===== src/hw/rtl/fqsa_pkg.sv =====
package fqsa_pkg;

   // Default queue depth
   localparam int DEPTH_DEF = 16;

   // Request codes
   typedef enum logic [1:0] {
      MODE_ENQ = 2'd0,
      MODE_DEQ = 2'd1,
      MODE_SRCH = 2'd2,
      MODE_AVG = 2'd3
   } mode_type;

   // Result status codes
   typedef enum logic [1:0] {
      STAT_OK = 2'd0,
      STAT_FULL = 2'd1,
      STAT_EMPTY = 2'd2
   } status_type;

   // Request beat
   typedef struct packed {
      mode_type mode;
      logic signed [31:0] value;
   } req_type;

   // Response beat
   typedef struct packed {
      status_type status;
      logic signed [31:0] data_out;
      logic found;
      logic signed [35:0] total;
      logic signed [39:0] mean;
      logic [4:0] occupancy;
   } rsp_type;

   // Controller states
   typedef enum logic [2:0] {
      ST_IDLE,
      ST_EXEC,
      ST_WALK,
      ST_DRAIN,
      ST_DIVINIT,
      ST_DIV,
      ST_FINISH
   } state_type;

   // Commands from controller to datapath
   typedef struct packed {
      logic load;
      logic push;
      logic pop;
      logic rd_issue;
      logic div_start;
      logic div_step;
      logic rsp_load;
   } cmd_type;

   // Status from datapath to controller
   typedef struct packed {
      mode_type mode;
      logic skip;
      logic empty;
      logic walk_last;
      logic div_last;
      logic rsp_free;
   } stat_type;

endpackage


===== src/hw/rtl/fqsa_ctrl.sv =====
module fqsa_ctrl
   import fqsa_pkg::*;
(
   input logic clock,
   input logic reset,
   input logic req_valid,
   output logic req_ready,
   input stat_type st,
   output cmd_type cmd
);

   state_type state_ff;
   state_type state_in;

   // State register
   always_ff @(posedge clock) begin
      if (reset) begin
         state_ff <= ST_IDLE;
      end else begin
         state_ff <= state_in;
      end
   end

   // Next state and commands
   always_comb begin
      state_in = state_ff;
      cmd = '0;
      req_ready = 1'b0;
      unique case (state_ff)
         ST_IDLE: begin
            req_ready = 1'b1;
            if (req_valid) begin
               cmd.load = 1'b1;
               state_in = ST_EXEC;
            end
         end
         ST_EXEC: begin
            if (st.skip) begin
               state_in = ST_FINISH;
            end else begin
               unique case (st.mode)
                  MODE_ENQ: begin
                     cmd.push = 1'b1;
                     state_in = ST_FINISH;
                  end
                  MODE_DEQ: begin
                     cmd.rd_issue = 1'b1;
                     cmd.pop = 1'b1;
                     state_in = ST_DRAIN;
                  end
                  MODE_SRCH, MODE_AVG: begin
                     state_in = st.empty ? ST_FINISH : ST_WALK;
                  end
                  default: state_in = ST_FINISH;
               endcase
            end
         end
         ST_WALK: begin
            cmd.rd_issue = 1'b1;
            if (st.walk_last) begin
               state_in = ST_DRAIN;
            end
         end
         ST_DRAIN: begin
            state_in = (st.mode == MODE_AVG) ? ST_DIVINIT : ST_FINISH;
         end
         ST_DIVINIT: begin
            cmd.div_start = 1'b1;
            state_in = ST_DIV;
         end
         ST_DIV: begin
            cmd.div_step = 1'b1;
            if (st.div_last) begin
               state_in = ST_FINISH;
            end
         end
         ST_FINISH: begin
            if (st.rsp_free) begin
               cmd.rsp_load = 1'b1;
               state_in = ST_IDLE;
            end
         end
         default: state_in = ST_IDLE;
      endcase
   end

endmodule


===== src/hw/rtl/fqsa_dp.sv =====
module fqsa_dp
   import fqsa_pkg::*;
#(
   parameter int DEPTH = DEPTH_DEF
)
(
   input logic clock,
   input logic reset,
   input req_type req_data,
   input cmd_type cmd,
   output stat_type st,
   output logic rsp_valid,
   input logic rsp_ready,
   output rsp_type rsp_data
);

   localparam int AW = (DEPTH > 1) ? $clog2(DEPTH) : 1;
   localparam int FW = $clog2(DEPTH + 1);
   localparam int SW = 33 + $clog2(DEPTH);
   localparam int DW = SW + 8;
   localparam int CW = $clog2(DW + 1);

   function automatic logic [AW-1:0] next_idx(input logic [AW-1:0] i);
      return (i == AW'(DEPTH - 1)) ? '0 : i + AW'(1);
   endfunction

   logic [31:0] mem [DEPTH];

   logic [AW-1:0] head_ff;
   logic [AW-1:0] tail_ff;
   logic [FW-1:0] fill_ff;
   logic [AW-1:0] walk_idx_ff;
   logic [FW-1:0] walk_cnt_ff;
   mode_type mode_ff;
   logic signed [31:0] value_ff;
   status_type status_ff;
   logic signed [31:0] rd_data_ff;
   logic rd_vld_ff;
   logic signed [SW-1:0] acc_ff;
   logic found_ff;
   logic [DW-1:0] q_ff;
   logic [FW-1:0] rem_ff;
   logic neg_ff;
   logic [CW-1:0] div_cnt_ff;
   logic rsp_valid_ff;
   rsp_type rsp_ff;

   logic full;
   logic empty;
   logic [DW-1:0] dividend;
   logic [DW-1:0] div_mag;
   logic [FW:0] trial;
   logic fits;
   logic [DW-1:0] mean_full;
   rsp_type rsp_in;

   assign full = (fill_ff == FW'(DEPTH));
   assign empty = (fill_ff == '0);

   // Write on push, registered read at the walk pointer
   always_ff @(posedge clock) begin
      if (cmd.push) begin
         mem[tail_ff] <= value_ff;
      end
      rd_data_ff <= mem[walk_idx_ff];
   end

   // Queue pointers and count
   always_ff @(posedge clock) begin
      if (reset) begin
         head_ff <= '0;
         tail_ff <= '0;
         fill_ff <= '0;
      end else begin
         if (cmd.push) begin
            tail_ff <= next_idx(tail_ff);
            fill_ff <= fill_ff + FW'(1);
         end else if (cmd.pop) begin
            head_ff <= next_idx(head_ff);
            fill_ff <= fill_ff - FW'(1);
         end
      end
   end

   // Latch request and decide status up front
   always_ff @(posedge clock) begin
      if (cmd.load) begin
         mode_ff <= req_data.mode;
         value_ff <= req_data.value;
         if (req_data.mode == MODE_ENQ && full) begin
            status_ff <= STAT_FULL;
         end else if ((req_data.mode == MODE_DEQ || req_data.mode == MODE_AVG) && empty) begin
            status_ff <= STAT_EMPTY;
         end else begin
            status_ff <= STAT_OK;
         end
      end
   end

   // Walk entries from head, accumulate sum and match flag
   always_ff @(posedge clock) begin
      if (reset) begin
         rd_vld_ff <= 1'b0;
      end else begin
         rd_vld_ff <= cmd.rd_issue;
      end
      if (cmd.load) begin
         walk_idx_ff <= head_ff;
         walk_cnt_ff <= '0;
         acc_ff <= '0;
         found_ff <= 1'b0;
      end else begin
         if (cmd.rd_issue) begin
            walk_idx_ff <= next_idx(walk_idx_ff);
            walk_cnt_ff <= walk_cnt_ff + FW'(1);
         end
         if (rd_vld_ff) begin
            acc_ff <= acc_ff + SW'(rd_data_ff);
            if (rd_data_ff == value_ff) begin
               found_ff <= 1'b1;
            end
         end
      end
   end

   // Restoring divide of |sum * 256| by the count, one bit per cycle
   assign dividend = {acc_ff, 8'b0};
   assign div_mag = acc_ff[SW-1] ? (~dividend + DW'(1)) : dividend;
   assign trial = {rem_ff, q_ff[DW-1]};
   assign fits = (trial >= {1'b0, fill_ff});

   always_ff @(posedge clock) begin
      if (cmd.div_start) begin
         q_ff <= div_mag;
         rem_ff <= '0;
         neg_ff <= acc_ff[SW-1];
         div_cnt_ff <= '0;
      end else if (cmd.div_step) begin
         q_ff <= {q_ff[DW-2:0], fits};
         rem_ff <= fits ? FW'(trial - {1'b0, fill_ff}) : FW'(trial);
         div_cnt_ff <= div_cnt_ff + CW'(1);
      end
   end

   assign mean_full = neg_ff ? (~q_ff + DW'(1)) : q_ff;

   // Assemble the response beat
   always_comb begin
      rsp_in = '0;
      rsp_in.status = status_ff;
      rsp_in.occupancy = 5'(fill_ff);
      if (status_ff == STAT_OK) begin
         unique case (mode_ff)
            MODE_DEQ: rsp_in.data_out = acc_ff[31:0];
            MODE_SRCH: rsp_in.found = found_ff;
            MODE_AVG: begin
               rsp_in.total = 36'(acc_ff);
               rsp_in.mean = mean_full[39:0];
            end
            default: rsp_in = rsp_in;
         endcase
      end
   end

   // Output register, held until taken
   always_ff @(posedge clock) begin
      if (reset) begin
         rsp_valid_ff <= 1'b0;
      end else if (cmd.rsp_load) begin
         rsp_valid_ff <= 1'b1;
      end else if (rsp_ready) begin
         rsp_valid_ff <= 1'b0;
      end
      if (cmd.rsp_load) begin
         rsp_ff <= rsp_in;
      end
   end

   assign rsp_valid = rsp_valid_ff;
   assign rsp_data = rsp_ff;

   assign st.mode = mode_ff;
   assign st.skip = (status_ff != STAT_OK);
   assign st.empty = empty;
   assign st.walk_last = (walk_cnt_ff == fill_ff - FW'(1));
   assign st.div_last = (div_cnt_ff == CW'(DW - 1));
   assign st.rsp_free = !rsp_valid_ff || rsp_ready;

   // Checks
   a_fill_bound: assert property (@(posedge clock) disable iff (reset)
      fill_ff <= FW'(DEPTH))
      else $error("fill count exceeds depth");

   a_push_not_full: assert property (@(posedge clock) disable iff (reset)
      cmd.push |-> !full)
      else $error("push into full queue");

   a_pop_not_empty: assert property (@(posedge clock) disable iff (reset)
      cmd.pop |-> !empty)
      else $error("pop from empty queue");

   a_no_overwrite: assert property (@(posedge clock) disable iff (reset)
      cmd.rsp_load |-> (!rsp_valid_ff || rsp_ready))
      else $error("response overwritten before taken");

endmodule


===== src/hw/rtl/fifo_queue_search_average.sv =====
// Bounded FIFO of signed 32-bit values serving enqueue, dequeue, search and
// sum/average requests, one request at a time, one response per request.
// Search walks the stored entries through the single memory read port, one
// per cycle. Average walks the same way, then divides sum*256 by the entry
// count in a restoring divider that produces one quotient bit per cycle
// over 41 + clog2(DEPTH) bits. Requests that see a full or empty queue
// skip the queue work and answer directly. A new request is taken while
// the previous response still waits in the output register; the next
// response waits in ST_FINISH until that register is free.
module fifo_queue_search_average
   import fqsa_pkg::*;
#(
   parameter int DEPTH = DEPTH_DEF
)
(
   input logic clock,
   input logic reset,
   input logic req_valid,
   output logic req_ready,
   input req_type req_data,
   output logic rsp_valid,
   input logic rsp_ready,
   output rsp_type rsp_data
);

   cmd_type cmd;
   stat_type st;

   // Sequencer
   fqsa_ctrl u_ctrl (
      .clock(clock),
      .reset(reset),
      .req_valid(req_valid),
      .req_ready(req_ready),
      .st(st),
      .cmd(cmd)
   );

   // Storage, accumulator, divider and output register
   fqsa_dp #(
      .DEPTH(DEPTH)
   ) u_dp (
      .clock(clock),
      .reset(reset),
      .req_data(req_data),
      .cmd(cmd),
      .st(st),
      .rsp_valid(rsp_valid),
      .rsp_ready(rsp_ready),
      .rsp_data(rsp_data)
   );

endmodule

===== config.mk =====
export PLATFORM = sky130hd
export DESIGN_NAME = fifo_queue_search_average
export DESIGN_NICKNAME = d
export VERILOG_FILES = /design/src/hw/rtl/fqsa_pkg.sv /design/src/hw/rtl/fqsa_ctrl.sv /design/src/hw/rtl/fqsa_dp.sv /design/src/hw/rtl/fifo_queue_search_average.sv
export SDC_FILE = /design/constraint.sdc
export NUM_CORES = 1
export LEC_CHECK = 0
export BUFFER_PORTS_ARGS = -buffer_cell sky130_fd_sc_hd__buf_2
export CAP_MARGIN = 10
export CORE_AREA = 2 2 247 249
export CTS_BUF_LIST = sky130_fd_sc_hd__clkbuf_8
export DETAILED_ROUTE_END_ITERATION = 12
export DIE_AREA = 0 0 249 251
export PLACE_DENSITY_LB_ADDON = 0.08
export REMOVE_ABC_BUFFERS = 1
export SYNTH_ARGS = -nofsm -noshare
export SYNTH_HDL_FRONTEND = slang
export SYNTH_SLANG_ARGS = --single-unit

===== constraint.sdc =====
create_clock -name clock -period 11.5 [get_ports clock]
set_clock_uncertainty 0.2 [all_clocks]
set_input_delay 2.3 -clock clock [delete_from_list [all_inputs] [get_ports clock]]
set_output_delay 2.3 -clock clock [all_outputs]
set_load 0.02 [all_outputs]

After elaboration in Yosys (flattened, before gate mapping):

Memories as Yosys holds them, arrays and structs flattened. A register that Yosys moved wholly into a read port is not among the register bits.
Cells that the tools add are included.

* flip-flop bits (word level): 274
* bits in writable memories: 512
* bits of input ports: 38
* output and inout bits: 118
* logic and storage cells: 121
* memories: 1

* add/sub/neg operators: 11
* order comparisons: 1
* eq/ne operators: 22
* muxes and demuxes: 38
* bitwise operators: 3
* reduce and logical (&&, ||, !) cells: 22

Memory list
* u_dp.mem: words 16, width 32, read ports 1, clocked after memory_dff 1, wr ports 1, RTL line fqsa_dp.sv:27 `logic [31:0] mem [DEPTH];`

Operators with widths (count)
* 45-bit two-way mux: 3
* 45-bit by 1-bit adder with 45-bit output, second input constant: 1
* 45-bit NOT: 1
* 40-bit by 1-bit adder with 40-bit output, second input constant: 1
* 40-bit two-way mux: 1
* 40-bit NOT: 1
* 37-bit by 32-bit adder with 37-bit output: 1
* 32-bit equality test: 1
* 3-bit two-way mux: 7
* 3-bit case mux with 7 select lines: 1
* 4-bit two-way mux: 5
* 5-bit two-way mux: 3
* 4-bit by 1-bit adder with 4-bit output, second input constant: 3
* 4-bit equality test, second input constant: 3
* 1-bit two-way mux: 12
* 5-bit by 1-bit adder with 5-bit output, second input constant: 2
* 2-bit AND reduction: 5
* 2-bit nonzero test: 5
* 3-bit equality test, second input constant: 3
* 3-bit case mux with 3 select lines: 1
* 2-bit two-way mux: 4
* 2-bit inequality test, second input constant: 4
* 6-bit by 1-bit adder with 6-bit output, second input constant: 1
* 2-bit equality test, second input constant: 3
* 19 further kinds: 25

Logic depth before layout (Yosys ltp):

* depth after elaboration: 6
* depth in mapped cells: 11
* depth with buffers taken out: 11

Hierarchy:

From an unflattened synthesis, not the netlist that was laid out.

* cell total of the unflattened synthesis: 2417
* area total of the unflattened synthesis: 34860.9 µm²

Modules (own cells, without submodules)
* fqsa_dp: times used 1, cells each 2377, area an instance 34583.2 µm², seq. area each 23462.5 µm²
* fqsa_ctrl: times used 1, cells each 40, area an instance 277.8 µm², seq. area each 60.1 µm²

Least setup slack after synthesis:

Ideal clock, no wire load.

* path kind: input -> register
* from: input port rsp_ready
* to: register u_dp.rsp_ff, in the netlist u_dp.rsp_data[0] (enable)
* setup time: 0.734 ns
* arrival time: 10.241 ns
* required time: 10.566 ns
* setup slack: 0.325 ns
* cell stages on the path: 2
* buffers on the path: 0
* path through: nor2b_1 -> nor3_1

RTL lines
* start: declaration: RTL line fifo_queue_search_average.sv:22 `input logic rsp_ready,`
* end signal: assignment: RTL line fqsa_dp.sv:175 `rsp_ff <= rsp_in;`
* end: declaration: RTL line fqsa_dp.sv:46 `rsp_type rsp_ff;`

Worst setup path in the final report:

* from: register u_ctrl.state_ff[0]
* to: output port req_ready

* word-level cells in the longest chain between the ends: 2

RTL lines
* start: declaration: RTL line fqsa_ctrl.sv:12 `state_type state_ff;`
* start signal: assignment: RTL line fqsa_ctrl.sv:20 `state_ff <= state_in;`
* 3-bit zero test: RTL line fqsa_ctrl.sv:29 `unique case (state_ff)`
* 1-bit two-way mux: RTL line fqsa_ctrl.sv:29
* end: declaration: RTL line fifo_queue_search_average.sv:19 `output logic req_ready,`

No other way between the ends.

==> results.txt <==
status: finished clean
Seq/Total Area, Yosys: 68.7%
Post-synth EDFFs: 714
Max Cap Violations: 0
Vias: 19100
Final nets: 2467
Mapped Area: 34300 µm²
CTS tree: built
max_slew headroom: 23.7%
DP HPWL: 43.2 mm
slew at the pin closest to its max-slew limit: 1.13 ns
#FFs+latches synth: 818
number of CTS-inserted buffers: 133
Setup TNS: 0 ns
peak fanout along the critical path: 14
Total GRT Usage: 24.4%
final hold violation count: 0
Residual DRC: 0
Combinational Power Share: 29.1%
RSZ-0062 raised after global routing: false
Lkg Pwr: 13.4 nW
area grow syn2layout: 12.7%
cells after synthesis: 2146
area occupied by multi-input gates: 10300 µm²
Via density: 5.85
# rows: 90
WL final: 74.6 mm
1st-pass router iterations: 6
CP Data Required Time: 9.00 ns
Min-Delay Path Class: register to register
final core occ: 64.6%
initial antenna violation count: 1
largest net degree at the start of global routing: 132
Int Pwr: 6.13 mW
IO Pins: 156
Ys Warns: 0
routed len/inst: 22.9 µm
Die W: 249 µm
most common cell in the synthesized netlist: edfxtp_1
share of cells above drive strength 1: 23.0%
PostCTS Resize Cnt: 0
clock buffer depth: 3
Synth async-reset ratio: 0%
power density over the cells: 237 nW/µm²
top_reg_cell synth: edfxtp_1
Detail Route Antenna Nets: 0
Overflow after GRT: 0
sequential cell fraction of total power: 44.7%
H-tree Lvls: 4
share of the synthesized area in the top cell type: 62.6%
die area: 62500 µm²
Psw: 3.02 mW
met3 usage: 4.75%
top cell type by total area after synthesis: edfxtp_1
crit end category: output port
Fmax: 0.226 GHz
top post-synthesis cells by area: edfxtp_1 (63%), mux4_2 (11%), dfxtp_1 (6.1%)
Netlist cell types: 74
Tmin final: 4.42 ns
sw frac: 33.0%
Slew Viols, Final: 0
routability congestion estimate: 0.864
Hold WS: 0.261 ns
Synth top cells by count: edfxtp_1 (714), mux4_2 (160), nand2_1 (143)
maximum vdd drop: 0.185 mV
Die Ht: 251 µm
clock sink count: 818
Clk Latency, worst-skew pair: 0.78 ns
CP startpoint kind: register
Fillers: 4280
Worst-path clk slew: 0.06 ns
GRT busiest layer: met2
first-pass GRT wire length: 114 mm
CTS root buf: clkbuf_8
clock share of power: 26.1%
PortBufs: 155
initial DRC count: 1344
post-CTS setup repair buffer count: 0
register area: 23500 µm²
vias in the first global route: 19300
met2 Usage GRT: 39.7%
cts-stage hold buffer count: 0
initial core utilization: 57.3%
Core ar.: 59800 µm²
total power: 9.15 mW
Setup Viol. Count Final: 0
syn_area_per_cell: 16.0 µm²
WP data arrival: 1.92 ns
period utilisation layout: 38.4%
global routing usage on met1: 33.1%
crit path kind: register to output port
logic make-up after synthesis:
logic type | synth area share (%)
compound gates | 5.36
xor+xnor | 3.68
fa+ha+maj | 2.09
buf+inv | 1.49
flops | 68.7
mux | 11.3
simple gates | 7.45
final timing paths:
path | from | slack (ns) | endpoint | cells past startpoint
setup / recovery | u_ctrl.state_ff[0]$_SDFFE_PP0P_ | 7.08 | req_ready | 2
hold / removal | u_dp.rem_ff[4]$_SDFFE_PP0P_ | 0.26 | u_dp.rem_ff[4]$_SDFFE_PP0P_ | 2
setup reg to reg | u_dp.walk_idx_ff[0]$_DFFE_PP_ | 7.33 | u_dp.rd_data_ff[17]$_DFF_P_ | 5
hold reg to reg | u_dp.rem_ff[4]$_SDFFE_PP0P_ | 0.26 | u_dp.rem_ff[4]$_SDFFE_PP0P_ | 2
critical path, stage by stage, from the launching register on:
cell	delay [ns]
dfxtp_1	0.49
nor3_1	0.42
buf_2	0.25
final cells by class:
class | instances | share of cell area (%)
Sequential cell | 818 | 60.9
Clock buffer | 150 | 5.35
Antenna cell | 1 | 0.00648
Clock inverter | 91 | 1.26
Inverter | 37 | 0.363
Timing Repair Buffer | 191 | 2.79
Tap cell | 782 | 2.53
Multi-Input combinational cell | 1192 | 26.8
power by group through the flow:
stage               clock, mW  sequential (mW)  combinational (mW)
global placement            0             4.13                2.65
detailed placement          0             4.16                2.68
global route             2.57             4.14                2.93
floorplan                   0             4.21                1.97
CTS                      2.45             4.09                2.69
finish                   2.39             4.09                2.66
layout by cell type, fill, tap and decap left out, drive strengths merged, types with 19 or more instances in the layout:
cell type	instances
xnor2	62
o21ai	98
mux2i	26
nand2	144
and2	73
mux4	160
inv	85
nand3	26
edfxtp	714
clkbuf	150
dfxtp	104
ha	54
clkinv	37
buf	191
nor3	27
a21oi	73
nor2	143
or3	19
o31ai	23
xor2	82
sequential cells by signal, summed over array words and instances (netlist names), 6 cells and up:
name	count
u_dp.rsp_data	116
u_dp.q_ff	45
u_dp.value_ff	32
u_dp.div_cnt_ff	6
u_dp.acc_ff	37
u_dp.mem	512
u_dp.rd_data_ff	32
metrics by stage:
stage	setup WS [ns]	cells	area (µm²)
after floorplan	0.325	2047	33900
after global placement	6.47	3019	36000
after detailed placement	6.40	3019	36000
after CTS	7.07	3260	38600
after global routing	6.91	3262	38600
final	7.08	3262	38600
layer usage:
layer	wire length, µm	share of wire [%]	vias to the layer above
li1	-	-	8789
met1	31500	42	9564
met2	36400	49	608
met3	4660	6.2	130
met4	1960	2.6	0
met5	0	0	-
Note: power is estimated with default switching activity, not from simulation.
